[src/sv/sitda_pkg.sv]
// shared types and constants for the signed integer to decimal ascii block
// no dependencies; used by sitda_ctrl, sitda_dp and the top level
`timescale 1ns / 1ps

package sitda_pkg;

    localparam int VALUE_W  = 32;
    localparam int CHAR_W   = 8;
    localparam int DIGIT_W  = 4;
    localparam int MAX_DIG  = 10;
    localparam int CNT_W    = 4;
    localparam int STACK_W  = MAX_DIG * DIGIT_W;

    localparam logic [CHAR_W-1:0]  ASCII_ZERO  = 8'h30;
    localparam logic [CHAR_W-1:0]  ASCII_MINUS = 8'h2D;
    localparam logic [CHAR_W-1:0]  ASCII_NINE  = 8'h39;
    localparam logic [VALUE_W-1:0] RADIX       = 32'd10;

    // floor(x / 10) == (x * DIV_MAGIC) >> DIV_SHIFT for every 32-bit x
    localparam logic [VALUE_W-1:0] DIV_MAGIC = 32'hCCCC_CCCD;
    localparam int                 DIV_SHIFT = 35;

    typedef enum logic [3:0] {
        S_IDLE  = 4'b0001,
        S_DIV   = 4'b0010,
        S_SIGN  = 4'b0100,
        S_DIGIT = 4'b1000
    } t_state;

    typedef struct packed {
        logic load;      // capture a new value
        logic step;      // divide by ten, push remainder
        logic pop;       // drop the digit just sent
        logic sel_sign;  // present '-' instead of a digit
    } t_cmd;

    typedef struct packed {
        logic quot_zero;   // current quotient is zero, last digit found
        logic negative;    // value was negative
        logic last_digit;  // one digit left on the stack
    } t_stat;

endpackage

[src/sv/sitda_ctrl.sv]
// controller: sequences load, division steps and character output
// depends on sitda_pkg
`timescale 1ns / 1ps

module sitda_ctrl (
    input  logic              i_clk,
    input  logic              i_rst_n,
    input  logic              i_in_valid,
    input  logic              i_out_ready,
    input  sitda_pkg::t_stat  i_stat,
    output logic              o_in_ready,
    output logic              o_out_valid,
    output sitda_pkg::t_cmd   o_cmd
);

    sitda_pkg::t_state r_state, n_state;

    always_comb begin
        n_state      = r_state;
        o_cmd        = '0;
        o_in_ready   = 1'b0;
        o_out_valid  = 1'b0;
        case (r_state)
            sitda_pkg::S_IDLE: begin
                o_in_ready = 1'b1;
                if (i_in_valid) begin
                    o_cmd.load = 1'b1;
                    n_state    = sitda_pkg::S_DIV;
                end
            end
            sitda_pkg::S_DIV: begin
                o_cmd.step = 1'b1;
                if (i_stat.quot_zero) begin
                    n_state = i_stat.negative ? sitda_pkg::S_SIGN : sitda_pkg::S_DIGIT;
                end
            end
            sitda_pkg::S_SIGN: begin
                o_out_valid    = 1'b1;
                o_cmd.sel_sign = 1'b1;
                if (i_out_ready) begin
                    n_state = sitda_pkg::S_DIGIT;
                end
            end
            sitda_pkg::S_DIGIT: begin
                o_out_valid = 1'b1;
                if (i_out_ready) begin
                    o_cmd.pop = 1'b1;
                    if (i_stat.last_digit) begin
                        n_state = sitda_pkg::S_IDLE;
                    end
                end
            end
            default: begin
                n_state = sitda_pkg::S_IDLE;
            end
        endcase
    end

    always_ff @(posedge i_clk) begin
        if (!i_rst_n) begin
            r_state <= sitda_pkg::S_IDLE;
        end else begin
            r_state <= n_state;
        end
    end

endmodule

[config.mk]
export PLATFORM = sky130hd
export DESIGN_NAME = sitda_ctrl
export DESIGN_NICKNAME = d
export VERILOG_FILES = /design/src/sv/sitda_pkg.sv /design/src/sv/sitda_ctrl.sv
export SDC_FILE = /design/constraint.sdc
export NUM_CORES = 1
export LEC_CHECK = 0
export BUFFER_PORTS_ARGS = -buffer_cell sky130_fd_sc_hd__buf_2
export CAP_MARGIN = 20
export CORE_AREA = 2 2 39 41
export CTS_CLUSTER_DIAMETER = 50
export DETAILED_ROUTE_END_ITERATION = 8
export DIE_AREA = 0 0 41 43
export SYNTH_ARGS = -nofsm -noshare
export SYNTH_HDL_FRONTEND = slang
export SYNTH_SLANG_ARGS = --single-unit
[constraint.sdc]
create_clock -name i_clk -period 1.5 [get_ports i_clk]
set_input_delay 0 -clock i_clk [delete_from_list [all_inputs] [get_ports i_clk]]
set_output_delay 0 -clock i_clk [all_outputs]
set_load 0.02 [all_outputs]
==> impl_metrics.py <==
metrics = {
    "outcome": {
        "outcome": "completed",
    },
    "finish": {
        "register_area_sq_um": 80.1,
        "regMostFlops": "r_state",
        "nNetsFinal": 69,
        "drive_above_1_share": 0.467,
        "fin_cells": 76,
        "final_util": 0.370,
        "fillers": 148,
        "area_growth_pct": 31.1,
        "diodes": 0,
        "biggestRegsByFlops": "r_state (4)",
        "largest_reg_flops": 4,
        "multiInputGateArea_sq_um": 270,
    },
    "synthesis": {
        "synth_ff_type": "dfxtp_1",
        "synth-edff-count": 0,
        "ys_warn_count": 0,
        "yosys-top-cells-area": "dfxtp_1 21%, buf_6 12%, nor4b_2 7.7%",
        "syn_nets": 49,
        "yosysMostFrequentCell": "nand2_1",
        "async_flop_share": 0,
        "ys_ff_latch": 4,
        "synthCells": 42,
        "yosys.area.top_type_share": 0.205,
        "synth_area_sq_um": 390,
        "avgSynthCellArea_sq_um": 9.29,
        "synth_top_area_cell": "dfxtp_1",
        "yosysSeqAreaShare": 0.205,
        "ys_types": 23,
        "yosys-top-cells-count": "5 x nand2_1, 4 x buf_6, 4 x dfxtp_1",
    },
    "pwr": {
        "combPwrFrac": 0.276,
        "switching_share": 0.285,
        "power_mw": 0.346,
        "switching_power_mw": 0.0986,
        "peakVddDrop_mv": 0.217,
        "pwr_density_cell_nw_per_um2": 677,
        "seqPwrFrac": 0.341,
        "leakagePower_nw": 0.225,
        "cellInternalPower_mw": 0.248,
        "clkPwrFrac": 0.383,
    },
    "die": {
        "die-area_sq_um": 1760,
        "die_y_um": 43,
        "io-pin-count": 13,
        "die_w_um": 41,
        "placement_rows": 14,
        "initial_core_util": 0.282,
        "core_area_sq_um": 1380,
    },
    "cts": {
        "cts_root_buffer": "clkbuf_4",
        "clkSinkCount": 4,
        "cts_tree": "built",
        "clk_path_buf_depth": 2,
        "clkTransAtPathRegs_ns": 0.04,
        "postCtsSetupRepairBufs": 0,
        "numCtsBuffers": 3,
        "htreeDepth": 1,
        "clock_latency_ns": 0.24,
    },
    "sta": {
        "period_share": 0.942,
        "clock.fmax_ghz": 0.708,
        "rsz0062_at_grt": "false",
        "fin_tns_setup_ns": 0,
        "finClkSkew_ns": 0.00139,
        "drv_slew": 0,
        "hold_viol": 0,
        "holdWs_ns": 0.0475,
        "setup_viol": 0,
        "slew_headroom": 0.726,
        "worstMarginPinSlew_ns": 0.410,
        "period_needed_ns": 1.41,
    },
    "setup_path": {
        "cp_data_required_time_ns": 1.50,
        "arrival_ns": 1.41,
        "critical_path_class": "reg -> out",
        "crit_fanout": 6,
        "critPathCaptureType": "primary output",
        "crit_path_start_kind": "flip-flop",
    },
    "placement": {
        "numPortBuffers": 12,
        "place_congestion": 0.789,
        "hpwl_um": 669,
        "place_inst": 72,
    },
    "detailed_routing": {
        "route.vias.total": 369,
        "wl_um": 859,
        "vias_per_cell": 4.86,
        "drc": 0,
        "drtIter0Drc": 5,
        "wl_per_cell_um": 11.3,
        "drtAntennaViolNets": 0,
        "firstDrtPassIters": 3,
    },
    "global_routing": {
        "grt_max_degree": 12,
        "grt_usage": 0.132,
        "grt_pass1_wl_um": 1590,
        "antenna_found_initial": 0,
        "grt.overflow.total": 0,
        "first_global_vias": 366,
    },
    "job": {
        "max_cap_violations": 0,
    },
    "hold_path": {
        "hold_path.class": "in -> reg",
    },
}
[critical path: stages, from the launching register on]
cell and delay (ns):
dfxtp_1 0.35, buf_4 0.18, nor4b_4 0.28, nand2_1 0.14, inv_1 0.07, buf_2 0.15
[layout make-up]
class | count | area share
clock buffer | 3 | 0.0440
inverter | 1 | 0.00733
tap | 16 | 0.0391
sequential | 4 | 0.156
multi-input combinational | 33 | 0.528
timing repair buffer | 19 | 0.225
[layer usage]
metal | vias up | track usage | part of all wire
met3 | 2 | 0.0314 | 0.056
met2 | 13 | 0.156 | 0.42
met5 | - | 0 | 0
met4 | 0 | 0.0800 | 0.017
met1 | 163 | 0.203 | 0.51
li1 | 191 | - | -
[stage by stage]
step	cell area, sq um	setup slack [ns]
floorplan	390	0.0496
global placement	470	0.208
detailed placement	470	0.168
CTS	503	0.0349
global route	512	0.0111
finish	512	0.0867
[cell families after synthesis]
| group | share of synthesized area |
|---|---|
| DFF | 0.205 |
| AOI/OAI and AO/OA | 0.180 |
| xor gates and xnor gates | 0.0224 |
| and+or+nand+nor | 0.388 |
| buffers and inverters | 0.125 |
| muxes | 0.0801 |
[path summary, 6_finish.rpt]
path | startpoint | to | slack, ns | cells after the start
worst min register to register | r_state[1] | r_state[1] | 0.61 | 2
worst min-delay path | i_stat[1] | r_state[2] | 0.05 | 3
worst max-delay path | r_state[3] | o_cmd[3] | 0.09 | 5
worst max register to register | r_state[3] | r_state[3] | 0.15 | 4
[power by group through the flow]
stage               registers [mW]  clock network [mW]  logic [mW]
floorplan                    0.116                   0      0.0667
global placement             0.119                   0      0.0903
detailed placement           0.119                   0      0.0905
CTS                          0.117               0.139      0.0928
global route                 0.119               0.148       0.103
finish                       0.118               0.133      0.0957
[cells in the final DEF (no fill, tap or decap)]
cell            n
nor4b_4         1
nor2_1          3
nand2_1         5
nand3_1         3
nor3_1          2
mux2_1          1
o31ai_1         1
o211ai_1        1
nor3b_2         1
o21ai_4         1
buf_2          12
nand3b_1        1
buf_4           6
nor2b_1         1
nor3b_1         3
nor2_2          1
clkbuf_4        3
mux2i_1         2
xnor2_1         1
inv_1           1
dlygate4sd3_1   1
o311ai_4        1
o21ai_0         1
a21boi_1        1
dfxtp_1         4
or4_4           1
nor4b_2         1
[what timing repair did]
action	in CTS	in global routing
endpoints found under the hold margin	1	0
setup endpoints to repair	0	1
resized for setup	0	1
hold buffers	1	0
(Power assumes the default switching activity.)
